## src/design/ultrasonic_echo_ranger_assert.svh

```systemverilog
// Assertion macros used by the ultrasonic echo ranger sequencer.
`ifndef ULTRASONIC_ECHO_RANGER_ASSERT_SVH
`define ULTRASONIC_ECHO_RANGER_ASSERT_SVH

// Same-cycle implication, sampled on clk and disabled while rst_n is low.
`define UER_ASSERT_IMPL(lbl, ante, cons) \
  lbl: assert property (@(posedge clk) disable iff (!rst_n) (ante) |-> (cons)) \
    else $error("ultrasonic echo ranger: assertion failed");

// Next-cycle implication, sampled on clk and disabled while rst_n is low.
`define UER_ASSERT_NEXT(lbl, ante, cons) \
  lbl: assert property (@(posedge clk) disable iff (!rst_n) (ante) |=> (cons)) \
    else $error("ultrasonic echo ranger: assertion failed");

`endif

```

## src/design/uer_pkg.sv

```systemverilog
// Types and constants shared by the ultrasonic echo ranger.
package uer_pkg;

  localparam int TMO_W      = 20;
  localparam int SPD_W      = 13;
  localparam int PULSE_W    = 20;
  localparam int DIST_W     = 23;
  localparam int CFG_IDX_W  = 2;
  localparam int CFG_DATA_W = 20;
  localparam int TRIG_CNT_W = 4;

  // Distance is width * speed / DIST_DIV in hundredths of a centimeter.
  localparam int DIST_DIV  = 2000;
  localparam int SPD_Q_W   = 3;
  localparam int SPD_REM_W = 11;

  localparam logic [TMO_W-1:0]     TIMEOUT_RST = TMO_W'(30000);
  localparam int                   SPEED_RST   = 3432;
  localparam logic [SPD_Q_W-1:0]   SPD_Q_RST   = SPD_Q_W'(SPEED_RST / DIST_DIV);
  localparam logic [SPD_REM_W-1:0] SPD_REM_RST = SPD_REM_W'(SPEED_RST % DIST_DIV);

  typedef enum logic [2:0] {
    PH_IDLE      = 3'd0,
    PH_TRIG_LOW  = 3'd1,
    PH_TRIG_HIGH = 3'd2,
    PH_WAIT_RISE = 3'd3,
    PH_WAIT_FALL = 3'd4
  } phase_t;

  typedef enum logic [CFG_IDX_W-1:0] {
    CFG_TIMEOUT = 2'd0,
    CFG_SPEED   = 2'd1
  } cfg_idx_t;

  typedef struct packed {
    logic [TMO_W-1:0]     timeout;
    logic [SPD_Q_W-1:0]   spd_q;
    logic [SPD_REM_W-1:0] spd_rem;
  } uer_cfg_t;

  typedef struct packed {
    logic               trig;
    logic               busy;
    logic               done;
    logic               status;
    logic [PULSE_W-1:0] pulse;
    logic [DIST_W-1:0]  distance;
  } step_res_t;

endpackage

```

## src/design/uer_in_if.sv

```systemverilog
// Input channel: one sample tick with start request and echo level.
interface uer_in_if import uer_pkg::*; ();
  logic valid;
  logic ready;
  logic start_request;
  logic echo_level;

  modport source (output valid, output start_request, output echo_level, input ready);
  modport sink   (input valid, input start_request, input echo_level, output ready);
endinterface

```

## src/design/uer_out_if.sv

```systemverilog
// Result channel: trigger level, status and measurement of one tick.
interface uer_out_if import uer_pkg::*; ();
  logic               valid;
  logic               ready;
  logic               trigger_out;
  logic               busy_res;
  logic               done_res;
  logic               status_code;
  logic [PULSE_W-1:0] pulse_ticks;
  logic [DIST_W-1:0]  distance_centi_cm;

  modport source (output valid, output trigger_out, output busy_res, output done_res,
                  output status_code, output pulse_ticks, output distance_centi_cm,
                  input ready);
  modport sink   (input valid, input trigger_out, input busy_res, input done_res,
                  input status_code, input pulse_ticks, input distance_centi_cm,
                  output ready);
endinterface

```

## src/design/uer_cfg_if.sv

```systemverilog
// Configuration write channel: register index and write data.
interface uer_cfg_if import uer_pkg::*; ();
  logic                  valid;
  logic                  ready;
  logic [CFG_IDX_W-1:0]  index;
  logic [CFG_DATA_W-1:0] data;

  modport source (output valid, output index, output data, input ready);
  modport sink   (input valid, input index, input data, output ready);
endinterface

```

## src/design/uer_cfg.sv

```systemverilog
// Configuration registers; the speed is stored split by the distance divisor.
module uer_cfg import uer_pkg::*; (
  input  logic     clk,
  input  logic     rst_n,
  uer_cfg_if.sink  cfg_ch,
  output uer_cfg_t cfg
);

  logic [TMO_W-1:0]     timeout_r, timeout_nxt;
  logic [SPD_Q_W-1:0]   spd_q_r, spd_q_nxt;
  logic [SPD_REM_W-1:0] spd_rem_r, spd_rem_nxt;
  logic [SPD_W-1:0]     spd_new;
  logic [SPD_Q_W-1:0]   q_new;
  logic [SPD_W-1:0]     rem_new;

  assign cfg_ch.ready = 1'b1;
  assign spd_new      = cfg_ch.data[SPD_W-1:0];

  // The speed is below five times the divisor, so a short threshold chain
  // gives quotient and remainder.
  always_comb begin
    if (spd_new >= SPD_W'(4 * DIST_DIV)) begin
      q_new   = SPD_Q_W'(4);
      rem_new = spd_new - SPD_W'(4 * DIST_DIV);
    end else if (spd_new >= SPD_W'(3 * DIST_DIV)) begin
      q_new   = SPD_Q_W'(3);
      rem_new = spd_new - SPD_W'(3 * DIST_DIV);
    end else if (spd_new >= SPD_W'(2 * DIST_DIV)) begin
      q_new   = SPD_Q_W'(2);
      rem_new = spd_new - SPD_W'(2 * DIST_DIV);
    end else if (spd_new >= SPD_W'(DIST_DIV)) begin
      q_new   = SPD_Q_W'(1);
      rem_new = spd_new - SPD_W'(DIST_DIV);
    end else begin
      q_new   = '0;
      rem_new = spd_new;
    end
  end

  always_comb begin
    timeout_nxt = timeout_r;
    spd_q_nxt   = spd_q_r;
    spd_rem_nxt = spd_rem_r;
    if (cfg_ch.valid) begin
      case (cfg_idx_t'(cfg_ch.index))
        CFG_TIMEOUT: timeout_nxt = cfg_ch.data[TMO_W-1:0];
        CFG_SPEED: begin
          spd_q_nxt   = q_new;
          spd_rem_nxt = rem_new[SPD_REM_W-1:0];
        end
        default: ;
      endcase
    end
  end

  always_ff @(posedge clk) begin
    if (!rst_n) begin
      timeout_r <= TIMEOUT_RST;
      spd_q_r   <= SPD_Q_RST;
      spd_rem_r <= SPD_REM_RST;
    end else begin
      timeout_r <= timeout_nxt;
      spd_q_r   <= spd_q_nxt;
      spd_rem_r <= spd_rem_nxt;
    end
  end

  assign cfg.timeout = timeout_r;
  assign cfg.spd_q   = spd_q_r;
  assign cfg.spd_rem = spd_rem_r;

endmodule

```

## src/design/uer_step.sv

```systemverilog
// Measurement sequencer: trigger pulse, echo waits, deadline and running distance.
module uer_step import uer_pkg::*; #(
  parameter int TRIGGER_LOW_TICKS  = 2,
  parameter int TRIGGER_HIGH_TICKS = 10,
  parameter int COUNT_BITS         = 20
) (
  input  logic      clk,
  input  logic      rst_n,
  input  logic      step_en,
  input  logic      start_request,
  input  logic      echo_level,
  input  uer_cfg_t  cfg,
  output step_res_t res
);

`include "ultrasonic_echo_ranger_assert.svh"

  localparam int CMP_W = (COUNT_BITS > TMO_W) ? COUNT_BITS : TMO_W;
  localparam int EXT_W = (CMP_W > PULSE_W) ? CMP_W : PULSE_W;
  localparam logic [COUNT_BITS-1:0] CNT_MAX  = '1;
  localparam logic [TRIG_CNT_W-1:0] LOW_END  = TRIG_CNT_W'(TRIGGER_LOW_TICKS);
  localparam logic [TRIG_CNT_W-1:0] HIGH_END = TRIG_CNT_W'(TRIGGER_HIGH_TICKS);

  phase_t                  phase_r, phase_nxt, phase_cur;
  logic [TRIG_CNT_W-1:0]   tc_r, tc_nxt, tc_inc;
  logic [COUNT_BITS-1:0]   el_r, el_nxt;
  logic [COUNT_BITS-1:0]   wc_r, wc_nxt, wc_inc;
  logic [DIST_W-1:0]       dq_r, dq_nxt, dq_inc;
  logic [SPD_REM_W-1:0]    dr_r, dr_nxt, dr_inc;
  logic [SPD_REM_W:0]      dr_sum;
  logic                    dr_carry;
  logic                    wc_sat;
  logic                    timed_out;
  logic [EXT_W-1:0]        wc_ext;

  // The distance is kept as quotient and remainder of width * speed / divisor,
  // advanced by one speed step whenever the width count grows.
  assign wc_sat   = (wc_r == CNT_MAX);
  assign wc_inc   = wc_sat ? wc_r : wc_r + 1'b1;
  assign dr_sum   = {1'b0, dr_r} + {1'b0, cfg.spd_rem};
  assign dr_carry = (dr_sum >= (SPD_REM_W + 1)'(DIST_DIV));
  assign dr_inc   = wc_sat ? dr_r
                  : (dr_carry ? SPD_REM_W'(dr_sum - (SPD_REM_W + 1)'(DIST_DIV))
                              : dr_sum[SPD_REM_W-1:0]);
  assign dq_inc   = wc_sat ? dq_r
                  : dq_r + DIST_W'(cfg.spd_q) + DIST_W'(dr_carry);
  assign tc_inc   = tc_r + 1'b1;
  assign timed_out = (CMP_W'(el_r) >= CMP_W'(cfg.timeout));
  assign wc_ext    = EXT_W'(wc_inc);

  always_comb begin
    case (phase_r)
      PH_TRIG_LOW, PH_TRIG_HIGH, PH_WAIT_RISE, PH_WAIT_FALL: phase_cur = phase_r;
      default: phase_cur = PH_IDLE;
    endcase
  end

  // Next state and counters.
  always_comb begin
    phase_nxt = phase_cur;
    tc_nxt    = tc_r;
    el_nxt    = el_r;
    wc_nxt    = wc_r;
    dq_nxt    = dq_r;
    dr_nxt    = dr_r;
    case (phase_cur)
      PH_IDLE: begin
        if (start_request) begin
          if (TRIG_CNT_W'(1) >= LOW_END) begin
            phase_nxt = PH_TRIG_HIGH;
            tc_nxt    = '0;
          end else begin
            phase_nxt = PH_TRIG_LOW;
            tc_nxt    = TRIG_CNT_W'(1);
          end
        end
      end
      PH_TRIG_LOW: begin
        if (tc_inc >= LOW_END) begin
          phase_nxt = PH_TRIG_HIGH;
          tc_nxt    = '0;
        end else begin
          tc_nxt = tc_inc;
        end
      end
      PH_TRIG_HIGH: begin
        if (tc_inc >= HIGH_END) begin
          phase_nxt = PH_WAIT_RISE;
          tc_nxt    = '0;
          el_nxt    = '0;
          wc_nxt    = '0;
          dq_nxt    = '0;
          dr_nxt    = '0;
        end else begin
          tc_nxt = tc_inc;
        end
      end
      PH_WAIT_RISE: begin
        if (echo_level) begin
          phase_nxt = PH_WAIT_FALL;
          wc_nxt    = '0;
          dq_nxt    = '0;
          dr_nxt    = '0;
        end else if (timed_out) begin
          phase_nxt = PH_IDLE;
        end
        el_nxt = (el_r == CNT_MAX) ? el_r : el_r + 1'b1;
      end
      PH_WAIT_FALL: begin
        if (!echo_level || timed_out) begin
          phase_nxt = PH_IDLE;
        end else begin
          wc_nxt = wc_inc;
          dq_nxt = dq_inc;
          dr_nxt = dr_inc;
        end
        el_nxt = (el_r == CNT_MAX) ? el_r : el_r + 1'b1;
      end
      default: ;
    endcase
  end

  // Outputs of this tick.
  always_comb begin
    res        = '0;
    res.busy   = (phase_nxt != PH_IDLE);
    case (phase_cur)
      PH_TRIG_HIGH: res.trig = 1'b1;
      PH_WAIT_RISE: begin
        if (!echo_level && timed_out) begin
          res.done   = 1'b1;
          res.status = 1'b1;
        end
      end
      PH_WAIT_FALL: begin
        if (!echo_level) begin
          res.done     = 1'b1;
          res.pulse    = wc_ext[PULSE_W-1:0];
          res.distance = dq_inc;
        end else if (timed_out) begin
          res.done   = 1'b1;
          res.status = 1'b1;
        end
      end
      default: ;
    endcase
  end

  always_ff @(posedge clk) begin
    if (!rst_n) begin
      phase_r <= PH_IDLE;
      tc_r    <= '0;
      el_r    <= '0;
      wc_r    <= '0;
      dq_r    <= '0;
      dr_r    <= '0;
    end else if (step_en) begin
      phase_r <= phase_nxt;
      tc_r    <= tc_nxt;
      el_r    <= el_nxt;
      wc_r    <= wc_nxt;
      dq_r    <= dq_nxt;
      dr_r    <= dr_nxt;
    end
  end

  `UER_ASSERT_NEXT(a_done_to_idle, step_en && res.done, phase_r == PH_IDLE)
  `UER_ASSERT_IMPL(a_result_needs_done, res.status || (res.pulse != '0), res.done)
  `UER_ASSERT_IMPL(a_trig_in_high, res.trig, phase_r == PH_TRIG_HIGH)
  `UER_ASSERT_NEXT(a_hold_without_step, !step_en, $stable(phase_r) && $stable(el_r))

endmodule

```

## src/design/ultrasonic_echo_ranger.sv

```systemverilog
// Ultrasonic echo ranger top level. Each input transaction is one microsecond
// tick and yields exactly one result transaction. A new tick is accepted every
// clock cycle unless the result channel stalls; a result is offered once its
// tick has passed the input register and the result register around the
// single sequencer step. Back-pressure on the result channel holds the
// pipeline: while a finished result waits in the result register, one more
// tick is taken into an empty input register and then the input stalls until
// the result is taken. The distance is accumulated as a running quotient and
// remainder while the echo is high, so no multiplier or divider sits in the
// path. Configuration writes complete in the cycle they are offered and must
// be made while no measurement is in progress.
module ultrasonic_echo_ranger import uer_pkg::*; #(
  parameter int TRIGGER_LOW_TICKS  = 2,
  parameter int TRIGGER_HIGH_TICKS = 10,
  parameter int COUNT_BITS         = 20
) (
  input  logic      clk,
  input  logic      rst_n,
  uer_in_if.sink    in_ch,
  uer_out_if.source out_ch,
  uer_cfg_if.sink   cfg_ch
);

  logic      s1_valid_r;
  logic      s1_start_r;
  logic      s1_echo_r;
  logic      out_valid_r;
  step_res_t out_res_r;
  step_res_t res;
  uer_cfg_t  cfg;
  logic      out_adv;
  logic      s1_ready;
  logic      step_en;

  assign out_adv     = !out_valid_r || out_ch.ready;
  assign s1_ready    = !s1_valid_r || out_adv;
  assign step_en     = s1_valid_r && out_adv;
  assign in_ch.ready = s1_ready;

  uer_cfg u_cfg (
    .clk    (clk),
    .rst_n  (rst_n),
    .cfg_ch (cfg_ch),
    .cfg    (cfg)
  );

  uer_step #(
    .TRIGGER_LOW_TICKS  (TRIGGER_LOW_TICKS),
    .TRIGGER_HIGH_TICKS (TRIGGER_HIGH_TICKS),
    .COUNT_BITS         (COUNT_BITS)
  ) u_step (
    .clk           (clk),
    .rst_n         (rst_n),
    .step_en       (step_en),
    .start_request (s1_start_r),
    .echo_level    (s1_echo_r),
    .cfg           (cfg),
    .res           (res)
  );

  always_ff @(posedge clk) begin
    if (!rst_n) begin
      s1_valid_r  <= 1'b0;
      out_valid_r <= 1'b0;
    end else begin
      if (s1_ready) begin
        s1_valid_r <= in_ch.valid;
      end
      if (out_adv) begin
        out_valid_r <= s1_valid_r;
      end
    end
  end

  always_ff @(posedge clk) begin
    if (in_ch.valid && s1_ready) begin
      s1_start_r <= in_ch.start_request;
      s1_echo_r  <= in_ch.echo_level;
    end
    if (step_en) begin
      out_res_r <= res;
    end
  end

  assign out_ch.valid             = out_valid_r;
  assign out_ch.trigger_out       = out_res_r.trig;
  assign out_ch.busy_res          = out_res_r.busy;
  assign out_ch.done_res          = out_res_r.done;
  assign out_ch.status_code       = out_res_r.status;
  assign out_ch.pulse_ticks       = out_res_r.pulse;
  assign out_ch.distance_centi_cm = out_res_r.distance;

endmodule
```

## src/flat_wrapper.sv

```systemverilog
// flat-port wrapper written by rule: the top's interface ports become plain ports
module ultrasonic_echo_ranger_flat import uer_pkg::*;
#(
  parameter int TRIGGER_LOW_TICKS  = 2,
  parameter int TRIGGER_HIGH_TICKS = 10,
  parameter int COUNT_BITS         = 20
)
  (clk, rst_n, in_ch_valid, in_ch_start_request, in_ch_echo_level, in_ch_ready, out_ch_valid, out_ch_trigger_out, out_ch_busy_res, out_ch_done_res, out_ch_status_code, out_ch_pulse_ticks, out_ch_distance_centi_cm, out_ch_ready, cfg_ch_valid, cfg_ch_index, cfg_ch_data, cfg_ch_ready);
  uer_in_if in_ch_i ();
  uer_out_if out_ch_i ();
  uer_cfg_if cfg_ch_i ();
  input  logic clk;
  input  logic rst_n;
  input wire logic [$bits(in_ch_i.valid)-1:0] in_ch_valid;
  input wire logic [$bits(in_ch_i.start_request)-1:0] in_ch_start_request;
  input wire logic [$bits(in_ch_i.echo_level)-1:0] in_ch_echo_level;
  output wire logic [$bits(in_ch_i.ready)-1:0] in_ch_ready;
  output wire logic [$bits(out_ch_i.valid)-1:0] out_ch_valid;
  output wire logic [$bits(out_ch_i.trigger_out)-1:0] out_ch_trigger_out;
  output wire logic [$bits(out_ch_i.busy_res)-1:0] out_ch_busy_res;
  output wire logic [$bits(out_ch_i.done_res)-1:0] out_ch_done_res;
  output wire logic [$bits(out_ch_i.status_code)-1:0] out_ch_status_code;
  output wire logic [$bits(out_ch_i.pulse_ticks)-1:0] out_ch_pulse_ticks;
  output wire logic [$bits(out_ch_i.distance_centi_cm)-1:0] out_ch_distance_centi_cm;
  input wire logic [$bits(out_ch_i.ready)-1:0] out_ch_ready;
  input wire logic [$bits(cfg_ch_i.valid)-1:0] cfg_ch_valid;
  input wire logic [$bits(cfg_ch_i.index)-1:0] cfg_ch_index;
  input wire logic [$bits(cfg_ch_i.data)-1:0] cfg_ch_data;
  output wire logic [$bits(cfg_ch_i.ready)-1:0] cfg_ch_ready;
  assign in_ch_i.valid = in_ch_valid;
  assign in_ch_i.start_request = in_ch_start_request;
  assign in_ch_i.echo_level = in_ch_echo_level;
  assign in_ch_ready = in_ch_i.ready;
  assign out_ch_valid = out_ch_i.valid;
  assign out_ch_trigger_out = out_ch_i.trigger_out;
  assign out_ch_busy_res = out_ch_i.busy_res;
  assign out_ch_done_res = out_ch_i.done_res;
  assign out_ch_status_code = out_ch_i.status_code;
  assign out_ch_pulse_ticks = out_ch_i.pulse_ticks;
  assign out_ch_distance_centi_cm = out_ch_i.distance_centi_cm;
  assign out_ch_i.ready = out_ch_ready;
  assign cfg_ch_i.valid = cfg_ch_valid;
  assign cfg_ch_i.index = cfg_ch_index;
  assign cfg_ch_i.data = cfg_ch_data;
  assign cfg_ch_ready = cfg_ch_i.ready;
  ultrasonic_echo_ranger #(.TRIGGER_LOW_TICKS(TRIGGER_LOW_TICKS), .TRIGGER_HIGH_TICKS(TRIGGER_HIGH_TICKS), .COUNT_BITS(COUNT_BITS)) u_core (.clk(clk), .rst_n(rst_n), .in_ch(in_ch_i), .out_ch(out_ch_i), .cfg_ch(cfg_ch_i));
endmodule
```

## config.mk

```make
export PLATFORM = sky130hd
export DESIGN_NAME = ultrasonic_echo_ranger_flat
export DESIGN_NICKNAME = d
export VERILOG_FILES = /design/src/design/uer_pkg.sv /design/src/design/uer_in_if.sv /design/src/design/uer_out_if.sv /design/src/design/uer_cfg_if.sv /design/src/design/uer_cfg.sv /design/src/design/uer_step.sv /design/src/design/ultrasonic_echo_ranger.sv /design/src/flat_wrapper.sv
export VERILOG_INCLUDE_DIRS = /design/src /design/src/design
export SDC_FILE = /design/constraint.sdc
export NUM_CORES = 1
export LEC_CHECK = 0
export BUFFER_PORTS_ARGS = -buffer_cell sky130_fd_sc_hd__buf_2
export CORE_ASPECT_RATIO = 0.9
export CORE_UTILIZATION = 61
export DETAILED_ROUTE_END_ITERATION = 12
export GPL_ROUTABILITY_DRIVEN = 0
export PLACE_DENSITY = 0.82
export SLEW_MARGIN = 5
export SYNTH_ARGS = -nofsm -noshare
export SYNTH_HDL_FRONTEND = slang
export SYNTH_SLANG_ARGS = --single-unit
```

## constraint.sdc

```tcl
create_clock -name clk -period 6.3 [get_ports clk]
set_clock_uncertainty 0.15 [all_clocks]
set_input_delay 1.26 -clock clk [delete_from_list [all_inputs] [get_ports clk]]
set_output_delay 1.26 -clock clk [all_outputs]
set_load 0.01 [all_outputs]
```

# Word level (Yosys, flattened, before mapping)
# Index checks and enable logic that the tools add are counted.
dict set report word_totals {
  reg_bits 166
  input_bits 29
  output_inout_bits 50
}
dict set report op_classes {
  n_addsub 11
  magnitude_cmp 8
  eq_ne 17
  muxes 44
  n_bitwise 1
  reduce_logical 24
}
# op n
set ops {}
lappend ops {{$mux 20} 5}
lappend ops {{$mux 11} 9}
lappend ops {{$mux 23} 4}
lappend ops {{$pmux 23 s3} 1}
lappend ops {{$pmux 20 s3} 1}
lappend ops {{$sub 11x11->11 const B} 5}
lappend ops {{$add 20x1->20 const B} 2}
lappend ops {{$eq 20x20->1 const B} 2}
lappend ops {{$pmux 20 s2} 1}
lappend ops {{$pmux 11 s3} 1}
lappend ops {{$ge 13x13->1 const B} 2}
lappend ops {{$mux 3} 8}
lappend ops {{$add 23x1->23} 1}
lappend ops {{$add 23x3->23} 1}
lappend ops {{$ge 20x20->1} 1}
lappend ops {{$pmux 3 s5} 1}
lappend ops {{$ge 13x11->1 const B} 1}
lappend ops {{$ge 13x12->1 const B} 1}
lappend ops {{$add 11x11->12} 1}
lappend ops {{$eq 3x2->1 const B} 4}
lappend ops {{$ge 12x11->1 const B} 1}
lappend ops {{$mux 4} 3}
lappend ops {{$pmux 4 s3} 1}
lappend ops {{$reduce_bool 3->1} 3}
lappend ops {{25 further kinds} 45}

# Longest topological paths before layout
# Gate-level depths: netlist (run 1).
dict set report depth {
  word_depth 7
  depth_mapped 22
  mapped_depth_nobuf 22
}

# Cells and area by module
# Synthesis (run 1) repeated with hierarchy kept, for this count alone.
dict set report unflattened {
  hier_cells 1111
  hier_area_um2 9763.1
}
# module n_inst cells_per_inst area_each_um2 seq_area_each_um2
set modules_own_cells {}
lappend modules_own_cells {uer_step 1 796 6148.4 1621.6}
lappend modules_own_cells {uer_cfg 1 257 2039.5 680.7}
lappend modules_own_cells {ultrasonic_echo_ranger 1 58 1575.3 1511.4}

# Least setup slack after synthesis (run 1)
# No wires, ideal clock.
dict set report synth_path {
  path_kind {register to register}
  startpoint {reg u_core.u_step.dr_r[0]}
  endpoint {reg u_core.out_res_r, in the netlist u_core.out_ch.distance_centi_cm[22], data pin}
  setup_ps 266
  arrival_time_ps 4415
  slack_ps 1469
  stages_incl_launch_ff 22
  n_path_buf 0
  path_cell_list {dfxtp_1 > ha_1 > inv_1 > fa_1 > nor2b_1 > o21ai_0 > nand2b_1 > xor2_1 > ha_1 > nand2_1 > o41a_1 > nor3_2 > a31oi_4 > fa_1 > inv_1 > fa_1 > a21oi_1 > a21oi_1 > nand4_1 > nor4_1 > xnor2_1 > nor2_1}
}
dict set report synth_between {
  elab_chain_cells 4
}
# element line
set synth_rtl {}
lappend synth_rtl {{start: declaration} uer_step.sv:29} ;# logic [SPD_REM_W-1:0] dr_r, dr_nxt, dr_inc;
lappend synth_rtl {{start signal: assignment} uer_step.sv:163} ;# dr_r <= dr_nxt;
lappend synth_rtl {{$add 11x11->12} uer_step.sv:40} ;# assign dr_sum = {1'b0, dr_r} + {1'b0, cfg.spd_rem};
lappend synth_rtl {{$ge 12x11->1} uer_step.sv:41} ;# assign dr_carry = (dr_sum >= (SPD_REM_W + 1)'(DIST_DIV));
lappend synth_rtl {{$add 23x1->23} uer_step.sv:46} ;# : dq_r + DIST_W'(cfg.spd_q) + DIST_W'(dr_carry);
lappend synth_rtl {{$mux 23} uer_step.sv:45} ;# assign dq_inc = wc_sat ? dq_r
lappend synth_rtl {{end signal: assignment} ultrasonic_echo_ranger.sv:81} ;# out_res_r <= res;
lappend synth_rtl {{end: declaration} ultrasonic_echo_ranger.sv:28} ;# step_res_t out_res_r;
# Every way passes these cells.
# A chain may end at the register's enable or synchronous reset.

# Final worst setup path (run 1)
# Ends and elaborated chain as after synthesis.

==> results.toml, run 1 <==
[setup_path]
r2r_cells = 21
path_max_fanout = 8
required_ns = 6.32
crit_chain = "ha_1 -> inv_1 -> fa_1 -> nor2b_1 -> o21ai_0 -> nand2b_1 -> xor2_1 -> ha_1 -> nand2_1 -> o41a_1 -> nor3_2 -> a31oi_4 -> fa_1 -> inv_1 -> fa_1 -> a21oi_1 -> a21oi_1 -> nand4_1 -> nor4_1 -> xnor2_1 -> nor2_1"
cp.arrival_ns = 5.68
r2r-start = "u_core.u_step.dr_r[0]"
reg2reg_slack_ns = 0.64
crit_slowest_cell = "nor4_1"
path_class = "flip-flop to flip-flop"
crit_path_end_kind = "flip-flop"
cpMostUsedCell = "fa_1"
critPathMaxStageDelay_ns = 0.55
rr_endpoint = "u_core.out_ch.distance_centi_cm[22]"
cp-start-kind = "flip-flop"

[routing]
routed_via_density = 6.00
route.met3.wl_um = 1220
drc_errors = 0
drt_pass1_iterations = 5
antenna_left = 0
m1WireLength_um = 10100
top_layer = "met4"
first_iter_violations = 745
wl_per_cell_um = 15.9
route.vias.total = 8127
dr_wl_met2_um = 9900
wl_um = 21500

[floorplan]
core_sq_mm = 0.0150
die-area_sq_mm = 0.0161
die_w_um = 134
die_y_um = 120
initial_utilization_pct = 63.5
io_pins = 79
floorplan.rows = 42

[clocking]
cts_hold_buf = 0
post-cts-setup-buffers = 0
root_buffer = "clkbuf_16"
insertion_delay_ns = 0.43
clk_pin_slew_ns = 0.06
htreeDepth = 4
cts_tree = "yes"
clock_sinks = 166
cts_buffer_depth = 2
cts_buffers = 17
cts_resized = 0

[logic_synthesis]
avgSynthCellArea_sq_um = 8.73
synth_largest_area_cell = "dfxtp_1"
synthAdderAreaFrac_pct = 7.21
synthMuxAreaShare_pct = 0.645
synthTopCellsByCount = "nor2_1 (131), dfxtp_1 (117), nand2_1 (103)"
synthTopCellsByArea = "dfxtp_1 (25%), edfxtp_1 (15%), ha_1 (6.6%)"
syn_inst = 1090
synthArstFlopShare_pct = 0
yosys_most_used_dff = "dfxtp_1"
synth_top_family_by_area = "simple AND/OR/NAND/NOR gates"
syn_nets = 1172
synth_edf_count = 49
synth_xor_area_share_pct = 6.35
synth_top_area_share_pct = 24.6
yosys_warnings = 0
synth-seq-cells = 166
synthSimpleGateAreaFrac_pct = 23.4
synthMostInstantiatedCell = "nor2_1"
syn_area_sq_mm = 0.00951
synth_compound_area_share_pct = 17.9
yosysUniqueCellTypes = 85
ys_seq_area_share_pct = 40.1

[power_and_ir_drop]
p_sw_uw = 557
clkPwrFrac_pct = 45.5
seqPwrFrac_pct = 47.8
p_leak_nw = 3.94
peakVddDrop_uv = 223
p_per_area_mw_per_mm2 = 225
p_comb_share_pct = 6.7
switching_share_pct = 23.4
p_int_mw = 1.82

[placement]
dp_hpwl_um = 14500
dp_slack_ns = 0.770
port-buffer-count = 77
dpl_cell_area_sq_mm = 0.00998
dp.cells = 1323

[cells_and_area]
fin_area_sq_mm = 0.0106
fin_cells = 1355
fillCellCount = 1155
drive_gt1_share_pct = 12.8
nNetsFinal = 1226
num_antenna_cells = 0
areaGrowthSynthToFinish_pct = 11.4

[sta]
setup_viol = 0
min_period_over_period_pct = 89.9
final-max-slew-violation-count = 0
hold_ws_ns = 0.312
slew_headroom_pct = 29.3
setup_tns_ns = 0
post-route-min-period_ns = 5.66
rsz0062_at_grt = "no"
finalHoldViolations = 0
max_freq_ghz = 0.177
worst_slew_pin_slew_ns = 1.06
postLayoutSetupSlackWorst_ns = 0.638

[run_status]
status = "finished clean"

[run]
maxCapViolCount = 0

[global_route]
grt_max_degree = 55
grt_usage_pct = 28.1
grt_antenna_before_repair = 0
grt_overflow = 0
grt_pass1_wl_um = 36300
grt_pass1_vias = 7528

[hold_path]
holdPathEnd = "u_core.u_cfg.timeout_r[19]"
hp-class = "flip-flop to flip-flop"
whs_path_depth = 2
min_from = "u_core.u_cfg.timeout_r[19]"
[worst max path at each step]
| stage | start | slack [ns] | cells after the start | endpoint |
|---|---|---|---|---|
| after floorplan | u_core.u_step.dr_r[0] | 1.47 | 21 | u_core.out_ch.distance_centi_cm[22] |
| after global placement | u_core.u_step.dr_r[0] | 1.03 | 21 | u_core.out_ch.distance_centi_cm[22] |
| after detailed placement | u_core.u_step.dr_r[0] | 0.77 | 21 | u_core.out_ch.distance_centi_cm[22] |
| after CTS | u_core.u_step.dr_r[0] | 0.71 | 21 | u_core.out_ch.distance_centi_cm[22] |
| after global routing | u_core.u_step.dr_r[0] | 0.25 | 21 | u_core.out_ch.distance_centi_cm[22] |
| final | u_core.u_step.dr_r[0] | 0.64 | 21 | u_core.out_ch.distance_centi_cm[22] |
[cell usage in the layout, fill, tap and decap left out, types with 19 or more instances in the layout]
cell and instances:
o21ai_0 59, buf_2 77, nand3b_1 19, edfxtp_1 49, dfxtp_1 117, xnor2_1 40, ha_1 50, xor2_1 29
nor3_1 20, nand2_1 103, a21oi_1 75, nor2_1 131, and3_1 19, inv_1 50, nand3_1 31
[worst max-delay path, delay by kind of cell (launching register included)]
kind / cells / cell delay [ns]
adder cells (fa/ha/maj): 5 / 1.59
AND/OR/NAND/NOR: 7 / 1.43
buffers and inverters: 2 / 0.17
flip-flops: 1 / 0.34
AO/OA/AOI/OAI: 5 / 1.19
XOR/XNOR: 2 / 0.52
[routing by layer]
layer	GRT usage (%)	up-vias
li1	-	3997
met1	38.9	3857
met2	45.0	247
met3	4.82	26
met4	8.74	0
met5	0	-
[cells by family after synthesis]
logic type	Yosys count
DFF	166
other	1
xor gates and xnor gates	69
muxes	6
AOI/OAI and AO/OA	260
buffers and inverters	100
adders and majority gates	53
and+or+nand+nor	435
[through the flow]
| stage | utilization, % | total power [mW] |
|---|---|---|
| after global placement | 66.6 | 1.32 |
| after CTS | 70.7 | 2.39 |
| after detailed placement | 66.6 | 1.32 |
| after global routing | 70.7 | 2.46 |
| final | 70.7 | 2.38 |
| after floorplan | - | 1.27 |
[power by group through the flow]
| stage | logic [mW] | clock network [mW] | registers (mW) |
|---|---|---|---|
| after floorplan | 0.101 | 0 | 1.17 |
| after global placement | 0.155 | 0 | 1.16 |
| after detailed placement | 0.158 | 0 | 1.16 |
| after CTS | 0.159 | 1.09 | 1.14 |
| after global routing | 0.179 | 1.14 | 1.14 |
| final | 0.159 | 1.08 | 1.14 |
[cell type report]
cell class | instances | area [sq um] | area share [%]
clock buffers | 19 | 443 | 4.18
clock inverters | 13 | 171 | 1.62
inverters | 52 | 195 | 1.84
multi-input cells | 824 | 5290 | 49.9
flip-flops and latches | 166 | 3810 | 36.0
well taps | 198 | 248 | 2.34
repair buffers | 83 | 430 | 4.06
[registers in the layout (all words and copies together), names as in the netlist, 3 cells and up]
signal,flops
u_core.u_step.dr_r,11
u_core.u_cfg.spd_q_r,3
u_core.u_step.tc_r,4
u_core.u_step.phase_r,3
u_core.u_step.dq_r,23
u_core.u_step.wc_r,20
u_core.u_cfg.timeout_r,20
u_core.u_step.el_r,20
u_core.u_cfg.spd_rem_r,11
u_core.out_ch.distance_centi_cm,23
u_core.out_ch.pulse_ticks,20
Note: power is estimated with default switching activity, not from simulation.
==> run 2, diff against run 1 <==
--- a/config.mk
+++ b/config.mk
@@ -7,7 +7,7 @@
 export NUM_CORES = 1
 export LEC_CHECK = 0
 export BUFFER_PORTS_ARGS = -buffer_cell sky130_fd_sc_hd__buf_2
-export CORE_ASPECT_RATIO = 0.9
+export CORE_ASPECT_RATIO = 0.5
 export CORE_UTILIZATION = 61
 export DETAILED_ROUTE_END_ITERATION = 12
 export GPL_ROUTABILITY_DRIVEN = 0
==> run 2 against run 1 <==
  * First-iteration DRC count fell by 14%
  * Flip-flop and latch count did not move
  * Register-to-register slack improved by 0.25 ns
  * Non-clock buffer count did not move
  * Sequential share of layout area rose by 0.055 points
  * Routed wire length fell by 0.17%
  * Critical path type unchanged
  * Fmax rose by 4.6%
  * Setup slack improved by 0.25 ns
  * Final cell count did not move
  * Clock power barely moved
==> results.toml, run 2 (same netlist as run 1, synthesis figures left out) <==
[run_status]
status = "finished clean"

[sta]
postLayoutSetupSlackWorst_ns = 0.885
final-max-slew-violation-count = 0
hold_ws_ns = 0.304
max_freq_ghz = 0.185
setup_tns_ns = 0
min_period_over_period_pct = 86.0
worst_slew_pin_slew_ns = 1.11
slew_headroom_pct = 26.2
finalHoldViolations = 0
setup_viol = 0
rsz0062_at_grt = "no"
post-route-min-period_ns = 5.41

[setup_path]
path_max_fanout = 9
required_ns = 6.33
cp-start-kind = "flip-flop"
path_class = "flip-flop to flip-flop"
crit_slowest_cell = "fa_1"
crit_chain = "ha_1 -> inv_1 -> fa_1 -> nor2b_1 -> o21ai_0 -> nand2b_1 -> xor2_1 -> ha_1 -> nand2_1 -> o41a_1 -> nor3_2 -> a31oi_4 -> fa_1 -> nor2b_1 -> o21ai_0 -> a22oi_2 -> nand4_1 -> nor3_1 -> xnor2_1 -> nor2_1"
crit_path_end_kind = "flip-flop"
critPathMaxStageDelay_ns = 0.52
cp.arrival_ns = 5.44

[power_and_ir_drop]
p_per_area_mw_per_mm2 = 223
p_leak_nw = 3.94
peakVddDrop_uv = 216
p_total_mw = 2.36

[cells_and_area]
final_common_cell = "nor2_1"
num_antenna_cells = 0
fin_cells = 1355
nNetsFinal = 1226
areaGrowthSynthToFinish_pct = 11.2
final_util_pct = 71.2
drive_gt1_share_pct = 12.8
fin_area_sq_mm = 0.0106
fillCellCount = 1177
final_cell_mix = "nor2_1 (131), dfxtp_1 (117), nand2_1 (103), buf_2 (77), a21oi_1 (75)"

[floorplan]
die_y_um = 90.3
core_sq_mm = 0.0149
io_pins = 79
die_w_um = 179
floorplan.rows = 31
initial_utilization_pct = 64.0
die-area_sq_mm = 0.0161

[routing]
antenna_left = 0
wl_um = 21500
first_iter_violations = 640
route.vias.total = 8197
drc_errors = 0
wl_per_cell_um = 15.9
routed_via_density = 6.05
drt_pass1_iterations = 5

[run]
maxCapViolCount = 0

[global_route]
grt_usage_pct = 27.9
grt_overflow = 0
grt_max_degree = 55
grt_pass1_wl_um = 36300
grt_pass1_vias = 7830
grt_antenna_before_repair = 0

[clocking]
root_buffer = "clkbuf_16"
cts_buffers = 17
cts_buffer_depth = 2
clock_sinks = 166
htreeDepth = 4
clk_pin_slew_ns = 0.08
cts_resized = 0
cts_tree = "yes"
insertion_delay_ns = 0.43
cts_hold_buf = 0
post-cts-setup-buffers = 0

[placement]
dp_slack_ns = 0.949
port-buffer-count = 77
dpl_cell_area_sq_mm = 0.00998
dp.cells = 1323
dp_hpwl_um = 14800

[hold_path]
hp-class = "flip-flop to flip-flop"
==> run 2: cell types whose count changed in the layout (fill, tap and decap cells not counted), sizes merged <==
cell	delta
inv	+2
bufinv	-1
clkbuf	-1
==> run 2: layer usage <==
layer  part of all wire [%]  vias to the layer above  track usage [%]  wire (um)
met4                    1.6                        0             8.40        344
li1                       -                     4005                -          -
met3                    5.4                       32             4.88       1170
met1                     45                     3914             35.8       9690
met2                     48                      246             47.7      10300
met5                      0                        -                0          0
==> run 2: path summary, 6_finish.rpt <==
check / endpoint / cells past startpoint / start / slack [ns]
worst max-delay path: u_core.out_ch.distance_centi_cm[17] / 20 / u_core.u_cfg.spd_rem_r[0] / 0.89
worst min-delay path: u_core.u_cfg.timeout_r[11] / 2 / u_core.u_cfg.timeout_r[11] / 0.30
worst max register to register: u_core.out_ch.distance_centi_cm[17] / 20 / u_core.u_cfg.spd_rem_r[0] / 0.89
worst min register to register: u_core.u_cfg.timeout_r[11] / 2 / u_core.u_cfg.timeout_r[11] / 0.30
==> run 2: final cells by class <==
type                            instances  area (sq um)  area share, %
Multi-Input combinational cell        824          5290           50.0
Sequential cell                       166          3810           36.1
Timing Repair Buffer                   83           430           4.07
Clock buffer                           18           429           4.06
Tap cell                              198           248           2.34
Inverter                               52           195           1.85
Clock inverter                         14           169           1.60
==> run 2: critical path: cells and delay by family (launching register included) <==
family,cells,cell delay (ns)
AND/OR/NAND/NOR,8,1.50
adder cells (fa/ha/maj),4,1.42
AO/OA/AOI/OAI,5,1.22
XOR/XNOR,2,0.46
flip-flops,1,0.34
buffers and inverters,1,0.08
==> run 2: power breakdown <==
part           leakage (nW)  total (mW)  switching (mW)  internal, mW
sequential             1.39        1.14          0.0142          1.12
clock                 0.280        1.06           0.468         0.596
combinational          2.27       0.160           0.102        0.0588
